## config.mk

```make
export PLATFORM = sky130hd
export DESIGN_NAME = keypress_rate_estimator_top
export DESIGN_NICKNAME = d
export VERILOG_FILES = /design/src/kre_pkg.sv /design/src/kre_ram.sv /design/src/kre_div.sv /design/src/kre_core.sv /design/src/keypress_rate_estimator_top.sv
export SDC_FILE = /design/constraint.sdc
export NUM_CORES = 2
export LEC_CHECK = 0
export BUFFER_PORTS_ARGS = -buffer_cell sky130_fd_sc_hd__buf_2
export CORE_MARGIN = 2
export CORE_UTILIZATION = 45
export DETAILED_ROUTE_END_ITERATION = 16
export GPL_TIMING_DRIVEN = 0
export PLACE_DENSITY = 0.66
export SYNTH_ARGS = -nofsm -noshare
export SYNTH_HDL_FRONTEND = slang
export SYNTH_SLANG_ARGS = --single-unit
```

## constraint.sdc

```tcl
create_clock -name clk -period 7.6 [get_ports clk]
set_clock_uncertainty 0.15 [all_clocks]
set_input_delay 1.52 -clock clk [delete_from_list [all_inputs] [get_ports clk]]
set_output_delay 1.52 -clock clk [all_outputs]
set_load 0.05 [all_outputs]
```

## src/kre_pkg.sv

```systemverilog
// Shared types, constants and tables of the keypress rate estimator.
`default_nettype none

package kre_pkg;

  localparam int HISTORY_DEPTH = 60;
  localparam int PTR_W         = $clog2(HISTORY_DEPTH);
  localparam int CNT_W         = $clog2(HISTORY_DEPTH + 1);
  localparam int SUM_W         = $clog2((HISTORY_DEPTH + 1) * 255 + 1);

  localparam int TIME_W  = 32;
  localparam int SEC_W   = 23;
  localparam int WIN_W   = 6;
  localparam int TMO_W   = 8;
  localparam int RATE_W  = 8;
  localparam int DIV_W   = 32;
  localparam int DVS_W   = 16;
  localparam int BLEND_W = 12;

  localparam int SEC_MS        = 1000;
  localparam int WPM_MUL       = 12;
  localparam int BLEND_NEW     = 7;
  localparam int BLEND_OLD     = 3;
  localparam int JUMP_LIM      = 50;
  localparam int DECAY_HOLD_MS = 5000;
  localparam int TMO_MIN       = 10;
  localparam int RATE_MAX      = 255;

  // floor(t / 1000) = (t * SEC_RECIP) >> SEC_SHIFT for any 32-bit t
  localparam int          SEC_SHIFT   = 38;
  localparam logic [28:0] SEC_RECIP   = 29'd274877907;
  // floor(b / 10) = (b * BLEND_RECIP) >> BLEND_SHIFT for any 12-bit b
  localparam int          BLEND_SHIFT = 15;
  localparam logic [11:0] BLEND_RECIP = 12'd3277;

  localparam int CFG_IDX_W  = 2;
  localparam int CFG_DATA_W = 8;
  localparam logic [CFG_IDX_W-1:0] CFG_WINDOW  = 2'd0;
  localparam logic [CFG_IDX_W-1:0] CFG_TIMEOUT = 2'd1;
  localparam logic [CFG_IDX_W-1:0] CFG_UPDATE  = 2'd2;

  localparam logic CMD_KEY   = 1'b0;
  localparam logic CMD_QUERY = 1'b1;

  typedef struct packed {
    logic [WIN_W-1:0] window;
    logic [TMO_W-1:0] timeout;
    logic             update_on_key;
  } cfg_t;

  typedef struct packed {
    logic              command;
    logic [TIME_W-1:0] time_ms;
  } req_t;

  // whole windows per minute: floor(60 / window), zero for an empty window or one over 60
  function automatic logic [5:0] win_mult(input logic [WIN_W-1:0] w);
    logic [5:0] m;
    case (w) inside
      6'd1:           m = 6'd60;
      6'd2:           m = 6'd30;
      6'd3:           m = 6'd20;
      6'd4:           m = 6'd15;
      6'd5:           m = 6'd12;
      6'd6:           m = 6'd10;
      6'd7:           m = 6'd8;
      6'd8:           m = 6'd7;
      [6'd9:6'd10]:   m = 6'd6;
      [6'd11:6'd12]:  m = 6'd5;
      [6'd13:6'd15]:  m = 6'd4;
      [6'd16:6'd20]:  m = 6'd3;
      [6'd21:6'd30]:  m = 6'd2;
      [6'd31:6'd60]:  m = 6'd1;
      default:        m = 6'd0;
    endcase
    return m;
  endfunction

endpackage

`default_nettype wire

```

## src/kre_ram.sv

```systemverilog
// Generic single-write, single-read RAM with registered read data.
`default_nettype none

module kre_ram #(
  parameter int WIDTH = 8,
  parameter int DEPTH = 64
) (
  input  wire logic                     clk,
  input  wire logic                     we,
  input  wire logic [$clog2(DEPTH)-1:0] waddr,
  input  wire logic [WIDTH-1:0]         wdata,
  input  wire logic [$clog2(DEPTH)-1:0] raddr,
  output logic      [WIDTH-1:0]         rdata
);

  logic [WIDTH-1:0] mem [DEPTH];

  always_ff @(posedge clk) begin
    if (we) begin
      mem[waddr] <= wdata;
    end
    rdata <= mem[raddr];
  end

endmodule

`default_nettype wire

```

## src/kre_div.sv

```systemverilog
// Shared restoring divider, one quotient bit per cycle.
`default_nettype none

module kre_div (
  input  wire logic                      clk,
  input  wire logic                      rst_n,
  input  wire logic                      go,
  input  wire logic [kre_pkg::DIV_W-1:0] dividend,
  input  wire logic [kre_pkg::DVS_W-1:0] divisor,
  output logic                           done,
  output logic      [kre_pkg::DIV_W-1:0] quot
);

  localparam int DC_W = $clog2(kre_pkg::DIV_W + 1);

  logic                      busy_r;
  logic [DC_W-1:0]           cnt_r;
  logic                      done_r;
  logic [kre_pkg::DIV_W-1:0] sh_r;
  logic [kre_pkg::DVS_W-1:0] rem_r;
  logic [kre_pkg::DVS_W-1:0] dvs_r;
  logic [kre_pkg::DVS_W:0]   trial;
  logic                      ge;

  always_comb begin
    trial = {rem_r, sh_r[kre_pkg::DIV_W-1]};
    ge    = trial >= {1'b0, dvs_r};
  end

  always_ff @(posedge clk) begin
    if (!rst_n) begin
      busy_r <= 1'b0;
      cnt_r  <= '0;
      done_r <= 1'b0;
    end else begin
      done_r <= 1'b0;
      if (go) begin
        busy_r <= 1'b1;
        cnt_r  <= DC_W'(kre_pkg::DIV_W);
        sh_r   <= dividend;
        dvs_r  <= divisor;
        rem_r  <= '0;
      end else if (busy_r) begin
        rem_r <= ge ? kre_pkg::DVS_W'(trial - {1'b0, dvs_r})
                    : trial[kre_pkg::DVS_W-1:0];
        sh_r  <= {sh_r[kre_pkg::DIV_W-2:0], ge};
        cnt_r <= cnt_r - 1'b1;
        if (cnt_r == DC_W'(1)) begin
          busy_r <= 1'b0;
          done_r <= 1'b1;
        end
      end
    end
  end

  assign done = done_r;
  assign quot = sh_r;

endmodule

`default_nettype wire

```

## src/kre_core.sv

```systemverilog
// Sequencer: ring advance, window sum, rate estimate, idle clear and decay.
`default_nettype none

module kre_core (
  input  wire logic                       clk,
  input  wire logic                       rst_n,
  input  wire kre_pkg::cfg_t              cfg,
  input  wire logic                       req_valid,
  output logic                            req_ready,
  input  wire kre_pkg::req_t              req,
  output logic                            res_valid,
  input  wire logic                       res_ready,
  output logic      [kre_pkg::RATE_W-1:0] res_rate
);

  localparam int DEPTH = kre_pkg::HISTORY_DEPTH;
  localparam int PTR_W = kre_pkg::PTR_W;
  localparam int CNT_W = kre_pkg::CNT_W;
  localparam int SUM_W = kre_pkg::SUM_W;

  typedef enum logic [3:0] {
    S_IDLE, S_SEC, S_CMD, S_ADV, S_KINC, S_EST, S_SUM, S_RAW,
    S_RAWW, S_BLW, S_IDL0, S_IDL1, S_DEC, S_DECW, S_OUT
  } state_t;

  state_t                     state_r;
  logic                       cmd_r;
  logic [kre_pkg::TIME_W-1:0] now_r;
  logic [kre_pkg::SEC_W-1:0]  sec_r;
  logic [kre_pkg::SEC_W-1:0]  lss_r;
  logic [kre_pkg::TIME_W-1:0] lkt_r;
  logic [7:0]                 kts_r;
  logic [kre_pkg::RATE_W-1:0] rate_r;
  logic [PTR_W-1:0]           pos_r;
  logic [PTR_W-1:0]           rd_ptr_r;
  logic [DEPTH-1:0]           vld_r;
  logic [CNT_W-1:0]           cnt_r;
  logic                       first_r;
  logic                       ret_est_r;
  logic                       pend_r;
  logic                       hit_r;
  logic [SUM_W-1:0]           acc_r;
  logic [kre_pkg::TIME_W-1:0] idle_r;
  logic [15:0]                rem_r;
  logic [kre_pkg::DIV_W-1:0]  dvd_r;
  logic [kre_pkg::DVS_W-1:0]  dvs_r;
  logic                       div_go_r;
  logic [kre_pkg::BLEND_W-1:0] blend_r;

  logic                       div_done;
  logic [kre_pkg::DIV_W-1:0]  div_quot;
  logic [7:0]                 ram_rdata;
  logic                       ram_we;
  logic [7:0]                 ram_wdata;

  logic [PTR_W-1:0]           pos_inc;
  logic [PTR_W-1:0]           rd_dec;
  logic [31:0]                elapsed;
  logic [CNT_W-1:0]           adv_n;
  logic [CNT_W-1:0]           sum_n;
  logic [SUM_W+3:0]           acc12;
  logic [kre_pkg::DIV_W-1:0]  raw_prod;
  logic [kre_pkg::DIV_W-1:0]  diff;
  logic [kre_pkg::BLEND_W-1:0] blend;
  logic [15:0]                wms;
  logic [17:0]                tmo;
  logic [kre_pkg::TIME_W-1:0] over;
  logic [kre_pkg::DIV_W-1:0]  dec_prod;
  logic [kre_pkg::RATE_W-1:0] quot_sat;
  logic [60:0]                sec_prod;
  logic [23:0]                blend_prod;
  logic [kre_pkg::RATE_W-1:0] blend_sat;

  kre_ram #(
    .WIDTH (8),
    .DEPTH (DEPTH)
  ) u_ring (
    .clk   (clk),
    .we    (ram_we),
    .waddr (pos_inc),
    .wdata (ram_wdata),
    .raddr (rd_ptr_r),
    .rdata (ram_rdata)
  );

  kre_div u_div (
    .clk      (clk),
    .rst_n    (rst_n),
    .go       (div_go_r),
    .dividend (dvd_r),
    .divisor  (dvs_r),
    .done     (div_done),
    .quot     (div_quot)
  );

  always_comb begin
    pos_inc   = (pos_r == PTR_W'(DEPTH - 1)) ? '0 : pos_r + 1'b1;
    rd_dec    = (rd_ptr_r == '0) ? PTR_W'(DEPTH - 1) : rd_ptr_r - 1'b1;
    elapsed   = 32'(sec_r) - 32'(lss_r);
    adv_n     = (elapsed < 32'(DEPTH)) ? CNT_W'(elapsed) : CNT_W'(DEPTH);
    sum_n     = (32'(cfg.window) < 32'(DEPTH)) ? CNT_W'(cfg.window) : CNT_W'(DEPTH);
    ram_we    = (state_r == S_ADV);
    ram_wdata = first_r ? kts_r : 8'd0;
    acc12     = (SUM_W + 4)'(acc_r) * (SUM_W + 4)'(kre_pkg::WPM_MUL);
    raw_prod  = 32'(acc12) * 32'(kre_pkg::win_mult(cfg.window));
    diff      = (div_quot > 32'(rate_r)) ? div_quot - 32'(rate_r)
                                         : 32'(rate_r) - div_quot;
    blend     = kre_pkg::BLEND_W'(div_quot[8:0]) * kre_pkg::BLEND_W'(kre_pkg::BLEND_NEW)
              + kre_pkg::BLEND_W'(rate_r) * kre_pkg::BLEND_W'(kre_pkg::BLEND_OLD);
    wms       = 16'(cfg.window) * 16'(kre_pkg::SEC_MS);
    tmo       = (32'(cfg.timeout) >= 32'(kre_pkg::TMO_MIN))
                ? 18'(cfg.timeout) * 18'(kre_pkg::SEC_MS) : {1'b0, wms, 1'b0};
    over      = idle_r - 32'(kre_pkg::DECAY_HOLD_MS);
    dec_prod  = 32'(rate_r) * 32'(rem_r);
    quot_sat  = (div_quot > 32'(kre_pkg::RATE_MAX)) ? kre_pkg::RATE_W'(kre_pkg::RATE_MAX)
                                                     : div_quot[kre_pkg::RATE_W-1:0];
    sec_prod  = 61'(now_r) * 61'(kre_pkg::SEC_RECIP);
    blend_prod = 24'(blend_r) * 24'(kre_pkg::BLEND_RECIP);
    blend_sat  = (blend_prod[23:kre_pkg::BLEND_SHIFT] > 9'(kre_pkg::RATE_MAX))
                 ? kre_pkg::RATE_W'(kre_pkg::RATE_MAX)
                 : blend_prod[kre_pkg::BLEND_SHIFT +: kre_pkg::RATE_W];
  end

  always_ff @(posedge clk) begin
    if (!rst_n) begin
      state_r   <= S_IDLE;
      lss_r     <= '0;
      lkt_r     <= '0;
      kts_r     <= '0;
      rate_r    <= '0;
      pos_r     <= '0;
      vld_r     <= '0;
      cnt_r     <= '0;
      pend_r    <= 1'b0;
      div_go_r  <= 1'b0;
      first_r   <= 1'b0;
      ret_est_r <= 1'b0;
    end else begin
      div_go_r <= 1'b0;
      case (state_r)
        S_IDLE: begin
          if (req_valid) begin
            cmd_r   <= req.command;
            now_r   <= req.time_ms;
            state_r <= S_SEC;
          end
        end
        S_SEC: begin
          sec_r   <= sec_prod[kre_pkg::SEC_SHIFT +: kre_pkg::SEC_W];
          state_r <= S_CMD;
        end
        S_CMD: begin
          if (cmd_r == kre_pkg::CMD_KEY) begin
            lkt_r <= now_r;
            if (sec_r != lss_r) begin
              cnt_r     <= adv_n;
              first_r   <= 1'b1;
              ret_est_r <= 1'b0;
              state_r   <= S_ADV;
            end else begin
              state_r <= S_KINC;
            end
          end else begin
            state_r <= S_EST;
          end
        end
        S_ADV: begin
          vld_r[pos_inc] <= 1'b1;
          pos_r          <= pos_inc;
          first_r        <= 1'b0;
          cnt_r          <= cnt_r - 1'b1;
          if (cnt_r == CNT_W'(1)) begin
            lss_r   <= sec_r;
            kts_r   <= '0;
            state_r <= ret_est_r ? S_EST : S_KINC;
          end
        end
        S_KINC: begin
          if (kts_r != 8'hFF) begin
            kts_r <= kts_r + 1'b1;
          end
          state_r <= cfg.update_on_key ? S_EST : S_IDLE;
        end
        S_EST: begin
          if (sec_r != lss_r && lss_r != '0) begin
            cnt_r     <= adv_n;
            first_r   <= 1'b1;
            ret_est_r <= 1'b1;
            state_r   <= S_ADV;
          end else begin
            if (lss_r == '0) begin
              lss_r <= sec_r;
            end
            cnt_r    <= sum_n;
            rd_ptr_r <= pos_r;
            acc_r    <= SUM_W'(kts_r);
            pend_r   <= 1'b0;
            state_r  <= S_SUM;
          end
        end
        S_SUM: begin
          if (pend_r && hit_r) begin
            acc_r <= acc_r + SUM_W'(ram_rdata);
          end
          pend_r <= (cnt_r != '0);
          if (cnt_r != '0) begin
            hit_r    <= vld_r[rd_ptr_r];
            rd_ptr_r <= rd_dec;
            cnt_r    <= cnt_r - 1'b1;
          end else if (!pend_r) begin
            state_r <= S_RAW;
          end
        end
        S_RAW: begin
          if (cfg.window != '0 && acc_r != '0) begin
            dvd_r    <= raw_prod;
            dvs_r    <= kre_pkg::DVS_W'(cfg.window);
            div_go_r <= 1'b1;
            state_r  <= S_RAWW;
          end else begin
            state_r <= S_IDL0;
          end
        end
        S_RAWW: begin
          if (div_done) begin
            if (rate_r == '0 || diff > 32'(kre_pkg::JUMP_LIM)) begin
              rate_r  <= quot_sat;
              state_r <= S_IDL0;
            end else begin
              blend_r <= blend;
              state_r <= S_BLW;
            end
          end
        end
        S_BLW: begin
          rate_r  <= blend_sat;
          state_r <= S_IDL0;
        end
        S_IDL0: begin
          idle_r  <= now_r - lkt_r;
          state_r <= S_IDL1;
        end
        S_IDL1: begin
          if (idle_r > 32'(tmo)) begin
            rate_r  <= '0;
            vld_r   <= '0;
            pos_r   <= '0;
            kts_r   <= '0;
            lss_r   <= '0;
            state_r <= S_OUT;
          end else if (idle_r > 32'(kre_pkg::DECAY_HOLD_MS) && rate_r != '0) begin
            if (wms == '0 || over >= 32'(wms)) begin
              rate_r  <= '0;
              state_r <= S_OUT;
            end else begin
              rem_r   <= wms - over[15:0];
              dvs_r   <= kre_pkg::DVS_W'(wms);
              state_r <= S_DEC;
            end
          end else begin
            state_r <= S_OUT;
          end
        end
        S_DEC: begin
          dvd_r    <= dec_prod;
          div_go_r <= 1'b1;
          state_r  <= S_DECW;
        end
        S_DECW: begin
          if (div_done) begin
            rate_r  <= div_quot[kre_pkg::RATE_W-1:0];
            state_r <= S_OUT;
          end
        end
        S_OUT: begin
          if (res_ready) begin
            state_r <= S_IDLE;
          end
        end
        default: begin
          state_r <= S_IDLE;
        end
      endcase
    end
  end

  assign req_ready = (state_r == S_IDLE);
  assign res_valid = (state_r == S_OUT);
  assign res_rate  = rate_r;

endmodule

`default_nettype wire

```

## src/keypress_rate_estimator_top.sv

```systemverilog
// Top level of the keypress rate estimator: ports, configuration, output register.
//
//  channel | ports                         | moves
//  --------+-------------------------------+------------------------------------
//  in      | in_tvalid/in_tready           | tuser: command; tdata: time_ms
//  out     | out_tvalid/out_tready         | tdata: rate_wpm
//  cfg     | cfg_valid/cfg_ready           | cfg_index, cfg_data (always ready)
//
// An item splits time_ms into seconds (reciprocal multiply), then as needed
// advances the ring by up to 60 slots (one slot write per cycle), sums up to
// 60 slots of the window (one ring read per cycle), divides by the window (raw
// rate) or by the window length in ms (decay) on the shared bit-serial divider
// and blends the new rate with the old.
// Reset clears the ring through per-slot valid bits.
// A result waits in the output register while the next request is taken.
`default_nettype none

module keypress_rate_estimator_top (
  input  wire logic                            clk,
  input  wire logic                            rst_n,
  input  wire logic                            in_tvalid,
  output logic                                 in_tready,
  input  wire logic [kre_pkg::TIME_W-1:0]      in_tdata,   // [31:0] time_ms
  input  wire logic                            in_tuser,   // [0] command
  output logic                                 out_tvalid,
  input  wire logic                            out_tready,
  output logic      [kre_pkg::RATE_W-1:0]      out_tdata,  // [7:0] rate_wpm
  input  wire logic                            cfg_valid,
  output logic                                 cfg_ready,
  input  wire logic [kre_pkg::CFG_IDX_W-1:0]   cfg_index,
  input  wire logic [kre_pkg::CFG_DATA_W-1:0]  cfg_data
);

  kre_pkg::cfg_t              cfg_r;
  kre_pkg::req_t              req;
  logic                       out_valid_r;
  logic [kre_pkg::RATE_W-1:0] out_data_r;
  logic                       res_valid;
  logic                       res_ready;
  logic [kre_pkg::RATE_W-1:0] res_rate;

  assign req.command = in_tuser;
  assign req.time_ms = in_tdata;
  assign res_ready   = !out_valid_r || out_tready;
  assign cfg_ready   = 1'b1;

  kre_core u_core (
    .clk       (clk),
    .rst_n     (rst_n),
    .cfg       (cfg_r),
    .req_valid (in_tvalid),
    .req_ready (in_tready),
    .req       (req),
    .res_valid (res_valid),
    .res_ready (res_ready),
    .res_rate  (res_rate)
  );

  always_ff @(posedge clk) begin
    if (!rst_n) begin
      cfg_r.window        <= kre_pkg::WIN_W'(30);
      cfg_r.timeout       <= '0;
      cfg_r.update_on_key <= 1'b0;
    end else if (cfg_valid) begin
      case (cfg_index)
        kre_pkg::CFG_WINDOW:  cfg_r.window        <= cfg_data[kre_pkg::WIN_W-1:0];
        kre_pkg::CFG_TIMEOUT: cfg_r.timeout       <= cfg_data[kre_pkg::TMO_W-1:0];
        kre_pkg::CFG_UPDATE:  cfg_r.update_on_key <= cfg_data[0];
        default: begin
        end
      endcase
    end
  end

  always_ff @(posedge clk) begin
    if (!rst_n) begin
      out_valid_r <= 1'b0;
    end else if (res_valid && res_ready) begin
      out_valid_r <= 1'b1;
      out_data_r  <= res_rate;
    end else if (out_tready) begin
      out_valid_r <= 1'b0;
    end
  end

  assign out_tvalid = out_valid_r;
  assign out_tdata  = out_data_r;

endmodule

`default_nettype wire
```

==> impl_metrics.tcl <==
set metrics [dict create \
    cts_hold_buffers 0 \
    synth_seq_cells 912 \
    yosys.area.top_type "edfxtp_1" \
    pre_cts_ws_ns -1.38 \
    core_um2 154000 \
    htreeDepth 3 \
    grt-busiest-layer "met2" \
    grt_pass1_wl_um 282000 \
    reg2reg_to "u_core.sec_r[17]" \
    syn-instance-count 6261 \
    drv_cap 1 \
    cts_tree "built" \
    cp_max_fo 6 \
    yosysMostFrequentCell "inv_1" \
    chipHeight_um 398 \
    synth-main-ff-cell "edfxtp_1" \
    grt_max_degree 55 \
    hp-class "register to register" \
    crit_start "u_core.now_r[14]" \
    synth_cell_types 94 \
    ctsLongestPathBuffers 3 \
    use_met3_pct 3.68 \
    drt-pass1-iter-count 6 \
    cp.required_ns 7.92 \
    crit_arrival_ns 7.77 \
    clockRootBuffer "clkbuf_16" \
    use_met1_pct 30.9 \
    finalHoldViolCount 0 \
    synth-seq-area-share_pct 36.5 \
    yosysTopAreaCellShare_pct 31.3 \
    drcViolationCount 0 \
    async_flop_share_pct 0 \
    grt_use_total_pct 23.0 \
    dieWidth_um 398 \
    setup_violations 0 \
    power.total_mw 37.3 \
    nets 7972 \
    postRouteAntennaNets 0 \
    crit_path_start_kind "register" \
    r2r_start "u_core.now_r[14]" \
    grtUsageMet2_pct 37.8 \
    cts_sinks 912 \
    start_util_pct 45.4 \
    synth_common_cells "1035 x inv_1, 814 x ha_1, 729 x edfxtp_1, 540 x fa_1, 481 x nand2_1" \
    synth.area.top_cells "edfxtp_1 31%, fa_1 15%, ha_1 15%" \
    path_clk_slew_ns 0.06 \
    synth_edf_count 729 \
    gp_congestion 0.918 \
    ys_warn_count 0 \
    wirelength_um 180000 \
    io_buffers 57 \
    maxSlewHeadroom_pct -3.55 \
    first_global_vias 49159 \
    drive_gt1_share_pct 10.8 \
    antenna_found_initial 9 \
    leakage_nw 32.7 \
    rsz0062_at_grt "true" \
    avgSynthCellArea_um2 11.2 \
    worstMarginPinSlew_ns 1.54 \
    dieArea_um2 159000 \
    cts_made_buffers 97 \
    path_class "register to register" \
    crit_end "u_core.sec_r[17]" \
    slew_violations 10 \
    violations "capacitance limit, slew limit" \
    end_kind "register" \
    drt-vias-per-instance 5.49 \
    finalCritPeriodShare_pct 98.1 \
    r2r_cells 27 \
    hold_depth 0 \
    r2r_slack_ns 0.14 \
    clk_latency_ns 0.75 \
    grt-ovfl-total 0 \
    dp_hpwl_um 135000 \
    irDropWorstVdd_v 0.000995 \
    syn-cell-area_um2 69900 \
    period_needed_ns 7.46 \
    drt_iter0_drc 4280 \
    area_growth_pct 11.8 \
    wl_per_cell_um 20.8 \
    worst_slack_ns 0.141 \
    max_freq_mhz 134 \
    num_io_pins 59 \
    fill_cells 13516 \
    rows 144 \
    status "complete, but fails checks" \
    synthesis.nets 7663 \
    cellPowerDensity_nw_per_um2 477 \
    vias 47754 \
]
where the power goes:
group	internal, mW	total [mW]	switching (mW)
sequential	5.93	6.08	0.145
combinational	11.8	26.5	14.7
clock	2.64	4.72	2.08
cells by family (layout without fill, tap and decap cells):
logic type                 after synthesis  after routing  synth area share [%]
and+or+nand+nor                       1437           1437                  9.73
buffers and inverters                 1210           1597                  6.54
other                                    1              5               0.00536
AOI/OAI and AO/OA                      928            928                  8.61
DFF                                    912            912                  36.5
muxes                                  228            228                  6.18
adders and majority gates             1355           1355                  30.0
xor gates and xnor gates               190            190                  2.38
how the worst min path moves through the flow:
stage	from	end	slack, ns
final	u_core.dvs_r[12]	u_core.u_div.dvs_r[12]	0.26
after detailed placement	u_core.dvs_r[13]	u_core.u_div.dvs_r[13]	0.25
after CTS	u_core.dvs_r[12]	u_core.u_div.dvs_r[12]	0.27
after global routing	u_core.dvs_r[12]	u_core.u_div.dvs_r[12]	0.27
after global placement	u_core.dvs_r[15]	u_core.u_div.dvs_r[15]	0.25
after floorplan	u_core.dvs_r[0]	u_core.u_div.dvs_r[0]	0.25
registers in the layout, indices dropped and copies added (netlist names), 23 cells and up:
signal / cells
u_core.u_ring.mem: 480
u_core.vld_r: 60
u_core.idle_r: 32
u_core.lkt_r: 32
u_core.now_r: 32
u_core.u_div.quot: 32
u_core.dvd_r: 24
u_core.lss_r: 23
u_core.sec_r: 23
through the flow:
stage / instances / cell area (um^2) / TNS [ns] / util [%] / hold WS [ns]
after floorplan: 6261 / 70000 / 0 / - / 0.250
after global placement: 8362 / 72800 / -84.17 / 47.2 / 0.253
after detailed placement: 8373 / 73100 / -87.89 / 47.4 / 0.255
after CTS: 8674 / 77500 / -0.0325 / 50.3 / 0.265
after global routing: 8692 / 78200 / -0.0700 / 50.7 / 0.270
final: 8696 / 78200 / 0 / 50.7 / 0.262
cell type report:
class                      instances  area, um^2  area share [%]
antenna                            4        10.0          0.0128
buffer                           173         698           0.893
clock buffer                     129        2600            3.32
clock inverter                    48         572           0.731
inverter                        1037        3900            4.99
multi-input combinational       4139       40600            51.9
sequential                       912       25600            32.7
tap                             2044        2560            3.27
timing repair buffer             210        1740            2.22
critical path, stage by stage (launching register included):
cell and delay [ns]:
edfxtp_1 0.42, buf_12 0.16, buf_4 0.19, ha_1 0.30, inv_1 0.05, fa_1 0.53
inv_1 0.04, ha_1 0.30, fa_1 0.51, inv_1 0.05, fa_1 0.48, inv_1 0.06
fa_1 0.57, fa_2 0.44, fa_1 0.46, ha_4 0.28, a21oi_4 0.15, o211ai_1 0.12
o211ai_1 0.25, a21oi_2 0.13, o41ai_4 0.40, o211ai_1 0.13, buf_4 0.16, buf_4 0.14
a211oi_4 0.29, nor2_4 0.07, a221oi_2 0.25, xnor2_1 0.14
placed cells by master, fill, tap and decap left out, drive strengths merged, types with 76 or more instances in the layout:
cell type / n
ha: 814
dfxtp: 183
nand3: 84
inv: 1038
and2: 98
nor3: 84
edfxtp: 729
o21ai: 188
nor2: 382
nand2: 481
fa: 540
xnor2: 131
mux4: 161
a21oi: 262
clkbuf: 267
buf: 245
nor2b: 76
per-layer routing:
layer  wire, um  share of wire (%)
met1      75800                 42
met2      85400                 47
met3      12500                6.9
met4       6710                3.7
met5         85              0.047
repair_timing:
action	CTS	global route
buffers inserted	124	19
resized for setup	49	117
pin swaps	19	89
endpoints found under the setup margin	168	140
Note: power is estimated with default switching activity, not from simulation.
